===== src/hw/rtl/dq_pkg.sv =====
// Shared constants and codes for the double-ended queue.
package dq_pkg;

    localparam int DQ_DEPTH      = 16;
    localparam int DQ_WORD_WIDTH = 32;

    localparam logic [2:0] ACT_PUSH_FRONT = 3'd0;
    localparam logic [2:0] ACT_PUSH_BACK  = 3'd1;
    localparam logic [2:0] ACT_POP_FRONT  = 3'd2;
    localparam logic [2:0] ACT_POP_BACK   = 3'd3;
    localparam logic [2:0] ACT_PEEK_FRONT = 3'd4;
    localparam logic [2:0] ACT_PEEK_BACK  = 3'd5;

    localparam logic [1:0] ST_OK    = 2'd0;
    localparam logic [1:0] ST_EMPTY = 2'd1;
    localparam logic [1:0] ST_FULL  = 2'd2;

endpackage


===== src/hw/rtl/double_ended_queue_core.sv =====
// Bounded double-ended queue of signed words kept in a circular buffer RAM.
//
//  channel   direction  handshake           payload
//  request   in         i_valid / o_ready   i_action, i_element
//  result    out        o_valid / i_ready   o_read_word, o_status, o_fill_level, o_is_empty
//
// At the request transfer the indices and count update and the RAM access is issued;
// the RAM registers the read word on that same edge and the result register loads
// when the middle stage moves on, after which o_valid rises.
// Sustained rate is one item per cycle while the result is not stalled, set by the single RAM port.
// Reset clears the indices, the count and the pipeline valids; the RAM is not cleared.
// A stalled result holds the middle stage, which in turn holds off new requests.
module double_ended_queue_core
    import dq_pkg::*;
#(
    parameter int DEPTH = DQ_DEPTH,
    localparam int AW   = (DEPTH > 1) ? $clog2(DEPTH) : 1,
    localparam int CW   = $clog2(DEPTH + 1)
) (
    input  logic                            i_clk,
    input  logic                            i_rst_n,
    input  logic                            i_valid,
    output logic                            o_ready,
    input  logic [2:0]                      i_action,
    input  logic signed [DQ_WORD_WIDTH-1:0] i_element,
    output logic                            o_valid,
    input  logic                            i_ready,
    output logic signed [DQ_WORD_WIDTH-1:0] o_read_word,
    output logic [1:0]                      o_status,
    output logic [CW-1:0]                   o_fill_level,
    output logic                            o_is_empty
);

    logic [AW-1:0] r_head, n_head;
    logic [AW-1:0] r_tail, n_tail;
    logic [CW-1:0] r_count, n_count;

    logic          r_s1_valid;
    logic          r_s1_rd, n_s1_rd;
    logic [1:0]    r_s1_status, n_s1_status;
    logic [CW-1:0] r_s1_count;

    logic                     r_out_valid;
    logic [DQ_WORD_WIDTH-1:0] r_out_word;
    logic [1:0]               r_out_status;
    logic [CW-1:0]            r_out_count;

    logic                     in_xfer, s1_move;
    logic                     ram_we, ram_re;
    logic [AW-1:0]            ram_addr;
    logic [DQ_WORD_WIDTH-1:0] ram_rdata;
    logic                     q_empty, q_full;
    logic [AW-1:0]            head_inc, head_dec, tail_inc, tail_dec;

    assign s1_move = r_s1_valid && (!r_out_valid || i_ready);
    assign o_ready = !r_s1_valid || s1_move;
    assign in_xfer = i_valid && o_ready;

    assign q_empty = (r_count == '0);
    assign q_full  = (r_count == CW'(DEPTH));

    // indices wrap at DEPTH, which need not be a power of two
    assign head_inc = (r_head == AW'(DEPTH - 1)) ? '0 : r_head + AW'(1);
    assign head_dec = (r_head == '0) ? AW'(DEPTH - 1) : r_head - AW'(1);
    assign tail_inc = (r_tail == AW'(DEPTH - 1)) ? '0 : r_tail + AW'(1);
    assign tail_dec = (r_tail == '0) ? AW'(DEPTH - 1) : r_tail - AW'(1);

    always_comb begin
        n_head      = r_head;
        n_tail      = r_tail;
        n_count     = r_count;
        n_s1_rd     = 1'b0;
        n_s1_status = ST_OK;
        ram_we      = 1'b0;
        ram_re      = 1'b0;
        ram_addr    = r_head;
        case (i_action)
            ACT_PUSH_FRONT: begin
                if (q_full) begin
                    n_s1_status = ST_FULL;
                end else begin
                    ram_we   = in_xfer;
                    ram_addr = head_dec;
                    n_head   = head_dec;
                    n_count  = r_count + CW'(1);
                end
            end
            ACT_PUSH_BACK: begin
                if (q_full) begin
                    n_s1_status = ST_FULL;
                end else begin
                    ram_we   = in_xfer;
                    ram_addr = r_tail;
                    n_tail   = tail_inc;
                    n_count  = r_count + CW'(1);
                end
            end
            ACT_POP_FRONT, ACT_PEEK_FRONT: begin
                if (q_empty) begin
                    n_s1_status = ST_EMPTY;
                end else begin
                    ram_re   = in_xfer;
                    ram_addr = r_head;
                    n_s1_rd  = 1'b1;
                    if (i_action == ACT_POP_FRONT) begin
                        n_head  = head_inc;
                        n_count = r_count - CW'(1);
                    end
                end
            end
            ACT_POP_BACK, ACT_PEEK_BACK: begin
                if (q_empty) begin
                    n_s1_status = ST_EMPTY;
                end else begin
                    ram_re   = in_xfer;
                    ram_addr = tail_dec;
                    n_s1_rd  = 1'b1;
                    if (i_action == ACT_POP_BACK) begin
                        n_tail  = tail_dec;
                        n_count = r_count - CW'(1);
                    end
                end
            end
            default: begin
                // unused codes leave the queue untouched
            end
        endcase
    end

    dq_ram #(
        .WIDTH (DQ_WORD_WIDTH),
        .DEPTH (DEPTH)
    ) u_ram (
        .i_clk   (i_clk),
        .i_we    (ram_we),
        .i_re    (ram_re),
        .i_addr  (ram_addr),
        .i_wdata (i_element),
        .o_rdata (ram_rdata)
    );

    always_ff @(posedge i_clk) begin
        if (!i_rst_n) begin
            r_head      <= '0;
            r_tail      <= '0;
            r_count     <= '0;
            r_s1_valid  <= 1'b0;
            r_out_valid <= 1'b0;
        end else begin
            if (in_xfer) begin
                r_head  <= n_head;
                r_tail  <= n_tail;
                r_count <= n_count;
            end
            if (in_xfer) begin
                r_s1_valid <= 1'b1;
            end else if (s1_move) begin
                r_s1_valid <= 1'b0;
            end
            if (s1_move) begin
                r_out_valid <= 1'b1;
            end else if (i_ready) begin
                r_out_valid <= 1'b0;
            end
        end
    end

    always_ff @(posedge i_clk) begin
        if (in_xfer) begin
            r_s1_rd     <= n_s1_rd;
            r_s1_status <= n_s1_status;
            r_s1_count  <= n_count;
        end
        if (s1_move) begin
            r_out_word   <= r_s1_rd ? ram_rdata : '0;
            r_out_status <= r_s1_status;
            r_out_count  <= r_s1_count;
        end
    end

    assign o_valid      = r_out_valid;
    assign o_read_word  = r_out_word;
    assign o_status     = r_out_status;
    assign o_fill_level = r_out_count;
    assign o_is_empty   = (r_out_count == '0);

endmodule


===== src/hw/rtl/dq_ram.sv =====
// Generic single-port RAM with registered read data.
module dq_ram #(
    parameter int WIDTH = 32,
    parameter int DEPTH = 16,
    localparam int AW   = (DEPTH > 1) ? $clog2(DEPTH) : 1
) (
    input  logic             i_clk,
    input  logic             i_we,
    input  logic             i_re,
    input  logic [AW-1:0]    i_addr,
    input  logic [WIDTH-1:0] i_wdata,
    output logic [WIDTH-1:0] o_rdata
);

    logic [WIDTH-1:0] r_mem [DEPTH];
    logic [WIDTH-1:0] r_rdata;

    always_ff @(posedge i_clk) begin
        if (i_we) begin
            r_mem[i_addr] <= i_wdata;
        end
        // read data holds while no new read is issued
        if (i_re) begin
            r_rdata <= r_mem[i_addr];
        end
    end

    assign o_rdata = r_rdata;

endmodule

===== config.mk =====
export PLATFORM = sky130hd
export DESIGN_NAME = double_ended_queue_core
export DESIGN_NICKNAME = d
export VERILOG_FILES = /design/src/hw/rtl/dq_pkg.sv /design/src/hw/rtl/double_ended_queue_core.sv /design/src/hw/rtl/dq_ram.sv
export SDC_FILE = /design/constraint.sdc
export NUM_CORES = 1
export LEC_CHECK = 0
export BUFFER_PORTS_ARGS = -buffer_cell sky130_fd_sc_hd__buf_2
export CAP_MARGIN = 10
export CELL_PAD_IN_SITES_DETAIL_PLACEMENT = 1
export CELL_PAD_IN_SITES_GLOBAL_PLACEMENT = 2
export CORE_MARGIN = 4
export CORE_UTILIZATION = 50
export DETAILED_ROUTE_END_ITERATION = 16
export GPL_TIMING_DRIVEN = 1
export PLACE_DENSITY_LB_ADDON = 0.1
export SETUP_SLACK_MARGIN = 0.15
export SYNTH_ARGS = -nofsm -noshare
export SYNTH_HDL_FRONTEND = slang
export SYNTH_HIERARCHICAL = 1
export SYNTH_SLANG_ARGS = --single-unit

===== constraint.sdc =====
create_clock -name i_clk -period 11.7 [get_ports i_clk]
set_clock_uncertainty 0.2 [all_clocks]
set_input_delay 0.585 -clock i_clk [delete_from_list [all_inputs] [get_ports i_clk]]
set_output_delay 0.585 -clock i_clk [all_outputs]
set_load 0.01 [all_outputs]

## After elaboration in Yosys (flattened, before gate mapping)

Memory sizes are Yosys's and may differ from the RTL's. A register that Yosys moved wholly into a read port is not among the register bits.
Index checks and enable logic that the tools add are counted.

- Word-level logic and storage cells: 87
- Memory bits (writable): 512
- Flip-flop bits (word level): 62
- Memories: 1
- Output and inout port bits: 42
- Input bits: 39

Memories:

| name | words | width | read ports | clocked after memory_dff | wr ports | RTL line | text |
|---|---|---|---|---|---|---|---|
| u_ram.r_mem | 16 | 32 | 1 | 1 | 1 | dq_ram.sv:15 | `logic [WIDTH-1:0] r_mem [DEPTH];` |

- Add/sub/neg operators: 6
- Reductions and logical operators: 21
- Muxes and demuxes: 35
- Equal/unequal tests: 13

Operator list:

| cell | number |
|---|---|
| 4-bit two-way mux | 12 |
| 5-bit two-way mux | 5 |
| 4-bit one-hot mux with 2 select lines | 2 |
| 5-bit one-hot mux with 3 select lines | 1 |
| 1-bit two-way mux | 12 |
| 4-bit one-hot mux with 3 select lines | 1 |
| 5-bit logical NOT | 2 |
| 2-bit inequality test (second input constant) | 5 |
| 4-bit by 1-bit adder with 4-bit output (second input constant) | 2 |
| 4-bit == test (second input constant) | 2 |
| 4-bit logical NOT | 2 |
| 2-bit nonzero test | 4 |
| 4-bit by 1-bit subtractor with 4-bit output (second input constant) | 2 |
| 3-bit by 2-bit == test with 1-bit output (second input constant) | 2 |
| 3-bit == test (second input constant) | 2 |
| 2-bit OR reduction | 3 |
| 5-bit by 1-bit adder with 5-bit output (second input constant) | 1 |
| 5-bit == test (second input constant) | 1 |
| 5-bit AND reduction | 1 |
| 5-bit by 1-bit subtractor with 5-bit output (second input constant) | 1 |
| 2-bit one-hot mux with 2 select lines | 1 |
| 4-bit AND reduction | 1 |
| 4-bit OR reduction | 1 |
| 3-bit by 1-bit == test with 1-bit output (second input constant) | 1 |
| other kinds (5) | 8 |

## Logic depth before layout (Yosys ltp)

Gate-level depths: netlist of run 1.

- Depth in word-level cells: 9
- Gate-level depth with buffers: 13
- Mapped depth without buffers: 9

## Modules after synthesis

The synthesis of run 1 kept the hierarchy.

Modules (own cells, without submodules):

| module | instances | area an instance (um2) | sequential area each (um2) | cells each |
|---|---|---|---|---|
| dq_ram | 1 | 20,183.1 | 16,335.7 | 840 |
| double_ended_queue_core | 1 | 3,244.4 | 1,711.6 | 291 |

## Worst setup path after synthesis of run 1

OpenSTA, ideal clock, no wires.

- Path kind: reg-to-reg
- Start: register r_count[0]
- End: memory u_ram.r_mem[0][0] (enable)
- Period minus slack after synthesis: 5.114 ns
- Required time: 11.039 ns
- Path buffers: 4
- Arrival time: 4.453 ns
- Stages on the path, launching flop included: 12
- Slack: 6.586 ns
- Setup time: 0.461 ns
- Cells stage by stage: dfxtp_1 > inv_1 > ha_1 > or4b_1 > buf_2 > nand3_1 > o22ai_1 > a31o_2 > buf_2 > buf_4 > clkbuf_1 > nor3_1

- Elaborated cells between the ends (all ways): 10
- Classes of those cells: eq/ne (1); mux (8); reduce/logical (1)

RTL lines:

| what | RTL line | text |
|---|---|---|
| start: declaration | double_ended_queue_core.sv:36 | `logic [CW-1:0] r_count, n_count;` |
| start signal: assignment | double_ended_queue_core.sv:153 | `r_count <= n_count;` |
| 5-bit == test / 5-bit logical NOT (equally long branches) | double_ended_queue_core.sv:60, double_ended_queue_core.sv:59 |  |
| 4-bit two-way mux (on tied branches) | double_ended_queue_core.sv:89, double_ended_queue_core.sv:112, double_ended_queue_core.sv:79 |  |
| 4-bit one-hot mux with 3 select lines * | double_ended_queue_core.sv:77 | `case (i_action)` |
| via ram_addr[1] | double_ended_queue_core.sv:50 | `logic [AW-1:0] ram_addr;` |
| end: declaration | dq_ram.sv:15 |  |

The timed path passes the listed nets; every way through them passes the cells marked *.

## Final worst setup path of run 1

- Start: register r_count[0]
- End: register u_ram.r_rdata[3] (netlist: u_ram/o_rdata[3]), read port of u_ram.r_mem (data pin)

- Longest elaborated chain between the ends: 3
- Elaborated cells between the ends (all ways): 8
- Classes of those cells: eq/ne (1); mux (6); reduce/logical (1)

RTL lines:

| what | RTL line | text |
|---|---|---|
| 5-bit == test / 5-bit logical NOT (equally long branches) | double_ended_queue_core.sv:60, double_ended_queue_core.sv:59 |  |
| 4-bit two-way mux (on tied branches) | double_ended_queue_core.sv:89, double_ended_queue_core.sv:112, double_ended_queue_core.sv:79 |  |
| 4-bit one-hot mux with 3 select lines * | double_ended_queue_core.sv:77 |  |
| via ram_addr[0] | double_ended_queue_core.sv:50 |  |
| end: declaration | dq_ram.sv:16 | `logic [WIDTH-1:0] r_rdata;` |

Marked as above.
A chain may end at the register's enable or synchronous reset.

==> impl_metrics.csv, run 1 <==
group,metric,value,unit
yosys,ys.flop_type,"edfxtp_1",
clock_tree,cts_setup_buffers,0,
grt,grt_max_degree,62,
pwr,ir_drop,0.124,mV
floorplan,core.rowCount,79,
yosys,ys_warn_count,6,
clock_tree,cts-resized-gates,0,
layout,antenna_cells,0,
routing,antenna_left,0,
place,port_buffers,80,
sta,relSlewSlack,23.3,%
yosys,ys_async_sr_fraction,0,%
floorplan,core,46500,um2
yosys,yosysUniqueCellTypes,69,
place,hpwl,29900,um
grt,track_usage,20.8,%
worst_setup_path,r2r_setup_slack,6.45,ns
pwr,p_switching,1070,uW
pwr,p_per_area,179,nW/um2
worst_setup_path,r2r_cells,11,
routing,route.vias.total,11400,
sta,hold_viol_final,0,
worst_setup_path,crit_path_end_kind,"flip-flop",
clock_tree,htreeDepth,2,
min_path,holdCritPathClass,"input pin to flip-flop",
grt,grt_pass1_vias,12100,
sta,final-max-slew-violation-count,0,
yosys,synth_edf_count,591,
job,drv_cap,0,
yosys,syn_inst,1131,
sta,setup_ws,6.45,ns
sta,rsz0062_at_grt,"no",
clock_tree,cts_tree,"done",
worst_setup_path,timing.rr.start,"r_count[0]$_SDFFE_PN0P_",
worst_setup_path,cp_max_fo,47,
min_path,min-delay-start,"i_valid",
clock_tree,cts_made_buffers,60,
yosys,ys_ff_latch,606,
min_path,worstHoldPathCells,3,
pwr,intPower,3670,uW
clock_tree,cts-hold-fix-buffers,0,
worst_setup_path,path_class,"flip-flop to flip-flop",
floorplan,start_util,50.4,%
sta,fin_setup_tns,0,ns
routing,drt_iter0_drc,955,
clock_tree,cts_root_buf,"clkbuf_16",
pwr,power_frac_seq,51.8,%
yosys,syn-num-nets,1176,
sta,timing.fmax,0.190,GHz
layout,drive_above_1_share,27.5,%
layout,area_growth,13.3,%
worst_setup_path,worstPathRequired,11.85,ns
routing,wirelength,51500,um
floorplan,die_h,224,um
layout,final_nets,1285,
routing,wl_per_cell,27.2,um
grt,antenna_found_initial,1,
clock_tree,clk_latency,0.62,ns
place,pre_cts_ws,6.32,ns
grt,grt.overflow.total,0,
pwr,combPwrFrac,10.4,%
clock_tree,path_clk_slew,0.06,ns
yosys,yosysSeqAreaShare,77.0,%
clock_tree,clk_path_buf_depth,3,
floorplan,dieWidth,224,um
grt,grt_pass1_wl,78100,um
place,place.gp.congestion,0.786,
sta,period_share,44.9,%
clock_tree,cts_sinks,606,
worst_setup_path,reg2reg_to,"u_ram/o_rdata[3]$_DFFE_PP_",
min_path,worstHoldEndpoint,"r_s1_valid$_SDFFE_PN0P_",
pwr,pwr-share-clk,37.8,%
pwr,p_leak,0.00844,uW
routing,drc,0,
status,outcome,"completed",
routing,drtPass1Iterations,5,
yosys,synth_area,23400,um2
floorplan,dieArea,50400,um2
pwr,switching_share,22.6,%
sta,fin_crit,5.25,ns
worst_setup_path,cp_data_arrival_time,5.40,ns
routing,viasPerCell,6.03,
floorplan,io_pins,81,
yosys,avgSynthCellArea,20.7,um2
sta,worst_slew_pin_slew,1.15,ns
sta,setup_violations,0,
worst_setup_path,worstSetupStartpointType,"flip-flop",
==> metrics by stage <==
step	hold slack [ns]	instance area [um2]	utilization [%]	instances	power (uW)
6_report	0.120	26500	57.1	1891	4740
5_1_grt	0.127	26500	57.1	1891	4940
4_1_cts	0.0811	26500	57.1	1889	4800
3_5_place_dp	0.207	24700	53.2	1783	3010
3_3_place_gp	0.207	24600	53.0	1779	3000
2_1_floorplan	0.200	23400	-	1131	2840
==> layer usage <==
layer | track usage (%) | part of all wire [%]
met5 | 0 | 0.023
met4 | 5.18 | 1.8
met3 | 3.47 | 5.0
met2 | 33.8 | 49
met1 | 30.2 | 44
==> layout make-up <==
class                   count  area, um2
clock buffers              76       1600
clock inverters            30        223
fillers                  4010      19900
inverters                  17       63.8
multi-input cells         445       5160
flip-flops and latches    606      18000
well taps                 607        759
repair buffers            110        692
==> power by group through the flow <==
stage / registers [uW] / clock network, uW / logic, uW
after floorplan: 2500 / 0 / 340
after global placement: 2500 / 0 / 492
after detailed placement: 2510 / 0 / 501
after CTS: 2460 / 1840 / 502
after global routing: 2460 / 1940 / 538
final: 2460 / 1790 / 492
==> kinds of logic after synthesis <==
logic type,count (synthesis),share of synthesized area (%)
AO/OA/AOI/OAI,137,4.43
AND/OR/NAND/NOR,159,3.62
XOR/XNOR,8,0.331
adder cells (fa/ha/maj),6,0.320
buffers and inverters,80,1.64
multiplexers,135,12.6
flip-flops,606,77.0
==> worst max path at each step <==
stage | startpoint | end | slack [ns] | cells past startpoint
detailed placement | r_count[0]$_SDFFE_PN0P_ | u_ram/o_rdata[3]$_DFFE_PP_ | 6.32 | 11
global route | r_count[0]$_SDFFE_PN0P_ | u_ram/o_rdata[3]$_DFFE_PP_ | 5.87 | 11
global placement | i_action[2] | u_ram/r_mem[14][27]$_DFFE_PP_ | 6.38 | 9
CTS | r_count[0]$_SDFFE_PN0P_ | u_ram/o_rdata[3]$_DFFE_PP_ | 6.30 | 11
floorplan | r_count[0]$_SDFFE_PN0P_ | u_ram/r_mem[0][0]$_DFFE_PP_ | 6.59 | 11
finish | r_count[0]$_SDFFE_PN0P_ | u_ram/o_rdata[3]$_DFFE_PP_ | 6.45 | 11
==> worst max-delay path: stages, from the launching register on <==
cell and delay, ns:
dfxtp_1 0.35, inv_1 0.11, ha_1 0.32, or4b_1 0.70, a31oi_1 0.37, nand2_1 0.12
o311ai_2 0.09, buf_4 0.73, buf_4 0.88, mux4_2 0.61, a22oi_1 0.35, nand2_1 0.09
==> Yosys cell counts (3+ instances only) <==
master	instances	share of area, %
clkbuf_1	39	0.62
nand3b_1	4	0.13
nor2_1	26	0.42
xor2_1	3	0.11
o21ai_0	6	0.13
mux2i_1	4	0.17
and2_1	35	0.93
nor2b_1	4	0.11
dfxtp_1	15	1.3
buf_6	8	0.38
mux2_2	3	0.14
ha_1	6	0.32
o311ai_0	3	0.11
a21oi_1	17	0.36
nand3_1	8	0.17
edfxtp_1	591	76
a211oi_1	3	0.096
o21a_1	4	0.13
mux4_2	128	12
buf_2	14	0.30
a31oi_1	7	0.19
nor3_1	10	0.21
nand2b_1	6	0.16
xnor2_1	4	0.15
nand2_1	46	0.74
o211ai_1	5	0.16
a22oi_1	64	2.1
inv_1	16	0.26
==> flip-flops by register name, indices dropped and copies added, names as in the netlist, 4 cells and up <==
| signal | count |
|---|---|
| o_fill_level | 5 |
| o_read_word | 32 |
| r_count | 5 |
| r_head | 4 |
| r_s1_count | 5 |
| r_tail | 4 |
| u_ram/o_rdata | 32 |
| u_ram/r_mem | 512 |
==> layout by cell type (no fill, tap or decap), types with 5 or more instances in the layout <==
cell type	synthesis	final
a21oi_1	17	17
a22oi_1	64	64
a31oi_1	7	7
and2_1	35	34
buf_12	0	5
buf_2	14	80
buf_4	2	24
clkbuf_1	39	13
clkbuf_16	0	61
clkinv_1	1	20
clkinv_2	0	5
dfxtp_1	15	15
edfxtp_1	591	591
ha_1	6	6
inv_1	16	16
mux4_2	128	128
nand2_1	46	46
nand2b_1	6	6
nand3_1	8	8
nor2_1	26	13
nor2_4	0	13
nor3_1	10	5
nor3_2	0	5
o211ai_1	5	5
o21ai_0	6	6
Note: power is estimated with default switching activity, not from simulation.
==> inputs of run 2 (changes only) <==
Settings changed: CORE_UTILIZATION 50 to 44.
Clock period 11.7 ns to 4.37 ns, I/O delays scaled along.
==> run 2 against run 1 <==
Combinational power rose to 2.9 times the previous value; hold slack got worse by 0.040 ns; clock power rose to 2.8 times the previous value; sequential share of layout area fell by 2.7 points; routed wire length rose by 9.8%; utilization fell by 4.7 points; critical path depth rose by 1; clock-buffer cell count rose by 9; via count rose by 2.2%; power rose to 2.7 times the previous value; fmax rose by 33%; worst setup slack got worse by 6.0 ns; critical path type unchanged; critical endpoint is now u_ram/r_mem[7][26]$_DFFE_PP_; largest cell class unchanged.
==> impl_metrics.csv, run 2 (same netlist as run 1, synthesis figures left out) <==
group,metric,value,unit
min_path,worstHoldPathCells,3,
worst_setup_path,cp_data_arrival_time,4.04,ns
clock_tree,cts_sinks,606,
sta,worst_slew_pin_slew,0.949,ns
grt,grt.overflow.total,0,
worst_setup_path,path_buf_inv,5,
clock_tree,clk_path_buf_depth,3,
layout,drive_above_1_share,29.0,%
pwr,switching_share,23.1,%
sta,fin_setup_tns,0,ns
layout,num-fill-cells,4613,
min_path,min-delay-start,"i_action[2]",
place,hpwl,31900,um
sta,fin_crit,3.94,ns
min_path,worstHoldEndpoint,"r_s1_count[3]$_DFFE_PP_",
pwr,ir_drop,0.358,mV
layout,final_common_cell,"edfxtp_1",
worst_setup_path,r2r_setup_slack,0.43,ns
sta,timing.fmax,0.254,GHz
clock_tree,cts_made_buffers,61,
worst_setup_path,slowest_stage,"or4b_1",
layout,design_area,27600,um2
pwr,pwr-share-clk,38.3,%
layout,finalNonFillerCells,2056,
layout,area_growth,18.0,%
layout,largest_reg_flops,512,
sta,setup_violations,0,
routing,drtPass1Iterations,5,
pwr,power_frac_seq,50.6,%
layout,seq_area,18000,um2
routing,drc,0,
routing,viasPerCell,5.67,
clock_tree,htreeDepth,2,
floorplan,core.rowCount,84,
sta,relSlewSlack,36.5,%
floorplan,io_pins,81,
worst_setup_path,reg2reg_to,"u_ram/r_mem[7][26]$_DFFE_PP_",
worst_setup_path,cp_max_fo,18,
sta,hold_viol_final,0,
sta,period_share,90.2,%
layout,final_nets,1362,
floorplan,dieArea,57000,um2
job,drv_cap,0,
floorplan,dieWidth,239,um
layout,final_cell_mix,"edfxtp_1 (591), mux4_2 (128), buf_2 (80)",
worst_setup_path,worstPathRequired,4.47,ns
worst_setup_path,crit_path_end_kind,"flip-flop",
sta,rsz0062_at_grt,"no",
grt,grt_pass1_vias,12700,
floorplan,core,52700,um2
grt,grt_pass1_wl,84200,um
clock_tree,path_clk_slew,0.06,ns
grt,track_usage,20.0,%
grt,grt_max_degree,59,
routing,route.vias.total,11600,
grt,antenna_found_initial,1,
floorplan,die_h,239,um
place,pre_cts_ws,0.387,ns
floorplan,start_util,44.5,%
min_path,holdCritPathClass,"input pin to flip-flop",
routing,antenna_left,0,
worst_setup_path,crit_chain,"inv_1 -> ha_1 -> or4b_1 -> a31oi_1 -> nand2_1 -> o311ai_4 -> buf_12 -> buf_12 -> buf_12 -> nand2_1 -> nor2_4 -> buf_4",
place,placed_area,25300,um2
worst_setup_path,critical_path_cell_count,12,
sta,setup_ws,0.427,ns
layout,multi_input_area,5170,um2
place,port_buffers,80,
layout,top_register,"u_ram/r_mem",
place,dp_cells,1901,
layout,antenna_cells,0,
routing,drt_iter0_drc,840,
routing,wirelength,56600,um
pwr,p_switching,3010,uW
worst_setup_path,path_class,"flip-flop to flip-flop",
worst_setup_path,timing.rr.start,"r_count[0]$_SDFFE_PN0P_",
worst_setup_path,r2r_cells,12,
pwr,p_per_area,471,nW/um2
worst_setup_path,critPathMostFrequentCell,"buf_12",
sta,final-max-slew-violation-count,0,
worst_setup_path,cp_top_family,"simple AND/OR/NAND/NOR gates",
worst_setup_path,worstSetupStartpointType,"flip-flop",
pwr,p_leak,0.00889,uW
pwr,combPwrFrac,11.0,%
routing,wl_per_cell,27.5,um
pwr,intPower,10000,uW
clock_tree,clk_latency,0.63,ns
clock_tree,cts_tree,"done",
status,outcome,"completed",
clock_tree,cts_root_buf,"clkbuf_16",
worst_setup_path,critical_path.max_stage_delay,0.55,ns
place,place.gp.congestion,0.806,
[run 2: tightest hold or removal path, cell delays in order]
cell and delay, ns:
buf_2 0.25, nand2_1 0.17, o21a_1 0.15
[run 2: worst max path at each step]
| stage | from | endpoint |
|---|---|---|
| after global routing | r_head[0]$_SDFFE_PN0P_ | u_ram/r_mem[5][26]$_DFFE_PP_ |
| after global placement | r_head[0]$_SDFFE_PN0P_ | u_ram/o_rdata[8]$_DFFE_PP_ |
| after detailed placement | r_count[0]$_SDFFE_PN0P_ | u_ram/r_mem[8][5]$_DFFE_PP_ |
| final | r_count[0]$_SDFFE_PN0P_ | u_ram/r_mem[7][26]$_DFFE_PP_ |
| after floorplan | r_count[0]$_SDFFE_PN0P_ | u_ram/r_mem[0][0]$_DFFE_PP_ |
| after CTS | r_count[0]$_SDFFE_PN0P_ | u_ram/r_mem[8][29]$_DFFE_PP_ |
[run 2: power groups by stage]
stage / registers, uW / logic [uW] / clock network (uW)
2_1_floorplan: 6700 / 913 / 0
3_3_place_gp: 6710 / 1400 / 0
3_5_place_dp: 6710 / 1410 / 0
4_1_cts: 6590 / 1440 / 5130
5_1_grt: 6590 / 1560 / 5410
6_report: 6580 / 1440 / 4990
[run 2: per-layer routing]
layer | part of all wire (%) | track usage, %
met1 | 44 | 27.7
met2 | 51 | 34.2
met3 | 3.7 | 2.61
met4 | 2.1 | 4.93
met5 | 0 | 0
[run 2: repair_timing]
item,in CTS,in global routing
hold buffers,37,0
setup endpoints to repair,0,99
gates resized for setup,0,3
buffers inserted,0,3
endpoints found under the hold margin,527,0
[run 2: cell type report]
type | instances | share of cell area [%]
clock inverters | 29 | 0.951
well taps | 688 | 3.11
flip-flops and latches | 606 | 65.3
clock buffers | 85 | 5.99
repair buffers | 186 | 5.69
multi-input cells | 445 | 18.7
inverters | 17 | 0.231
[run 2: metrics by stage]
| stage | total power, uW | hold WS [ns] | util (%) |
|---|---|---|---|
| finish | 13000 | 0.0798 | 52.5 |
| global route | 13600 | 0.121 | 52.5 |
| CTS | 13200 | 0.0476 | 52.4 |
| detailed placement | 8120 | 0.207 | 48.0 |
| global placement | 8100 | 0.203 | 48.0 |
| floorplan | 7610 | 0.117 | - |
==> inputs of run 3 (changes only) <==
Settings changed: CORE_UTILIZATION 44 to 49, HOLD_SLACK_MARGIN from default to 0.12.
Clock period 4.37 ns to 4.35 ns, I/O delays scaled along.
==> run 3 against run 2 <==
Die area fell by 9.9%; sequential power barely moved; register-to-register slack got worse by 0.04 ns; fmax fell by 0.48%; non-clock buffer count fell by 8; cell area fell by 0.57%; combinational power barely moved; largest cell class unchanged.
==> impl_metrics.csv, run 3 (same netlist as run 1, synthesis figures left out) <==
group,metric,value,unit
routing,wirelength,55000,um
routing,wl_per_cell,28.0,um
layout,drive_above_1_share,29.2,%
routing,drc,0,
worst_setup_path,worstSetupStartpointType,"flip-flop",
pwr,ir_drop,0.451,mV
place,port_buffers,80,
clock_tree,path_clk_slew,0.06,ns
grt,grt.overflow.total,0,
layout,area_growth,17.3,%
worst_setup_path,crit_path_end_kind,"flip-flop",
sta,period_share,91.1,%
layout,antenna_cells,0,
layout,utilization,58.5,%
floorplan,core,47000,um2
floorplan,die_h,227,um
sta,final-max-slew-violation-count,0,
clock_tree,cts_tree,"done",
pwr,p_total,13100,uW
layout,top_register,"u_ram/r_mem",
routing,top_layer,"met4",
clock_tree,cts_sinks,606,
job,drv_cap,0,
clock_tree,clk_path_buf_depth,3,
min_path,holdCritPathClass,"flip-flop to flip-flop",
clock_tree,cts_made_buffers,59,
sta,relSlewSlack,28.5,%
routing,wl_met1,23600,um
worst_setup_path,worstPathRequired,4.39,ns
routing,dr_wl_met3,2820,um
sta,hold_viol_final,0,
pwr,p_per_area,478,nW/um2
grt,track_usage,22.0,%
floorplan,start_util,49.9,%
layout,final_common_cell,"edfxtp_1",
status,outcome,"completed",
place,placed_area,25100,um2
layout,final_nets,1352,
sta,fin_crit,3.96,ns
worst_setup_path,cp_max_fo,20,
clock_tree,cts_setup_buffers,0,
clock_tree,htreeDepth,2,
layout,largest_reg_flops,512,
layout,design_area,27500,um2
clock_tree,cts_root_buf,"clkbuf_16",
grt,grt_pass1_wl,82600,um
sta,timing.hold.ws,0.221,ns
sta,worst_slew_pin_slew,1.07,ns
routing,drtPass1Iterations,5,
clock_tree,clk_latency,0.63,ns
grt,grt_max_degree,54,
worst_setup_path,cp_data_arrival_time,4.01,ns
floorplan,core.rowCount,79,
routing,viasPerCell,5.92,
routing,antenna_left,0,
sta,setup_violations,0,
place,place.gp.congestion,0.776,
routing,drt_iter0_drc,926,
floorplan,dieWidth,227,um
floorplan,io_pins,81,
grt,grt_pass1_vias,12400,
place,hpwl,30800,um
worst_setup_path,path_class,"flip-flop to flip-flop",
grt,antenna_found_initial,2,
layout,final_cell_mix,"edfxtp_1 (591), mux4_2 (128), buf_2 (80)",
floorplan,dieArea,51400,um2
routing,route.vias.total,11600,
sta,timing.fmax,0.252,GHz
pwr,p_leak,0.00885,uW
routing,wl_met2,27700,um
sta,rsz0062_at_grt,"no",
run 3: cell count changes in the layout (fill, tap and decap cells not counted), sizes merged:
cell,before,now
clkbuf,86,70
inv,17,18
buf,148,138
bufinv,3,7
dlygate4sd3,37,40
clkinv,23,27
clkinvlp,3,7
run 3: routing by layer:
metal,track usage [%],up-vias
li1,-,5046
met1,31.2,6219
met2,37.0,307
met3,3.34,60
met4,4.91,0
met5,0,-
run 3: power breakdown:
part / internal (uW) / leakage [uW] / switching, uW
Clock: 2920 / 0.000928 / 2180
Combinational: 633 / 0.00244 / 798
Sequential: 6560 / 0.00548 / 52.2
run 3: final timing paths:
| check | startpoint | to | slack [ns] | cells past startpoint |
|---|---|---|---|---|
| min reg2reg | r_s1_count[4]$_DFFE_PP_ | o_fill_level[4]$_DFFE_PP_ | 0.22 | 0 |
| max reg2reg | r_count[0]$_SDFFE_PN0P_ | u_ram/r_mem[10][30]$_DFFE_PP_ | 0.39 | 10 |
| min | r_s1_count[4]$_DFFE_PP_ | o_fill_level[4]$_DFFE_PP_ | 0.22 | 0 |
| max | r_count[0]$_SDFFE_PN0P_ | u_ram/r_mem[10][30]$_DFFE_PP_ | 0.39 | 10 |
run 3: repair_timing:
item / CTS / global route
gates resized for setup: 0 / 1
hold buffers: 40 / 0
setup endpoints to repair: 0 / 3
hold endpoints to repair: 550 / 0
run 3: metrics by stage:
stage	instances	setup slack, ns	TNS, ns
after detailed placement	1813	0.326	0
after floorplan	1131	-0.764	-97.79
after global placement	1813	0.436	0
after CTS	1965	0.330	0
after global routing	1965	0.156	0
final	1965	0.388	0
run 3: final cells by class:
cell class / count / area, um2
clock inverters: 42 / 427
multi-input cells: 445 / 5160
fillers: 3974 / 19500
flip-flops and latches: 606 / 18000
well taps: 607 / 759
clock buffers: 70 / 1520
repair buffers: 178 / 1500
inverters: 17 / 63.8
run 3: worst max-delay path, cell delays in order (launching register included):
cell       delay (ns)
dfxtp_1          0.41
inv_1            0.10
ha_1             0.31
and4bb_4         0.28
a2111oi_0        0.53
nor3_1           0.10
o211ai_1         0.72
nand3b_1         0.17
buf_4            0.22
nor2_4           0.11
buf_4            0.43
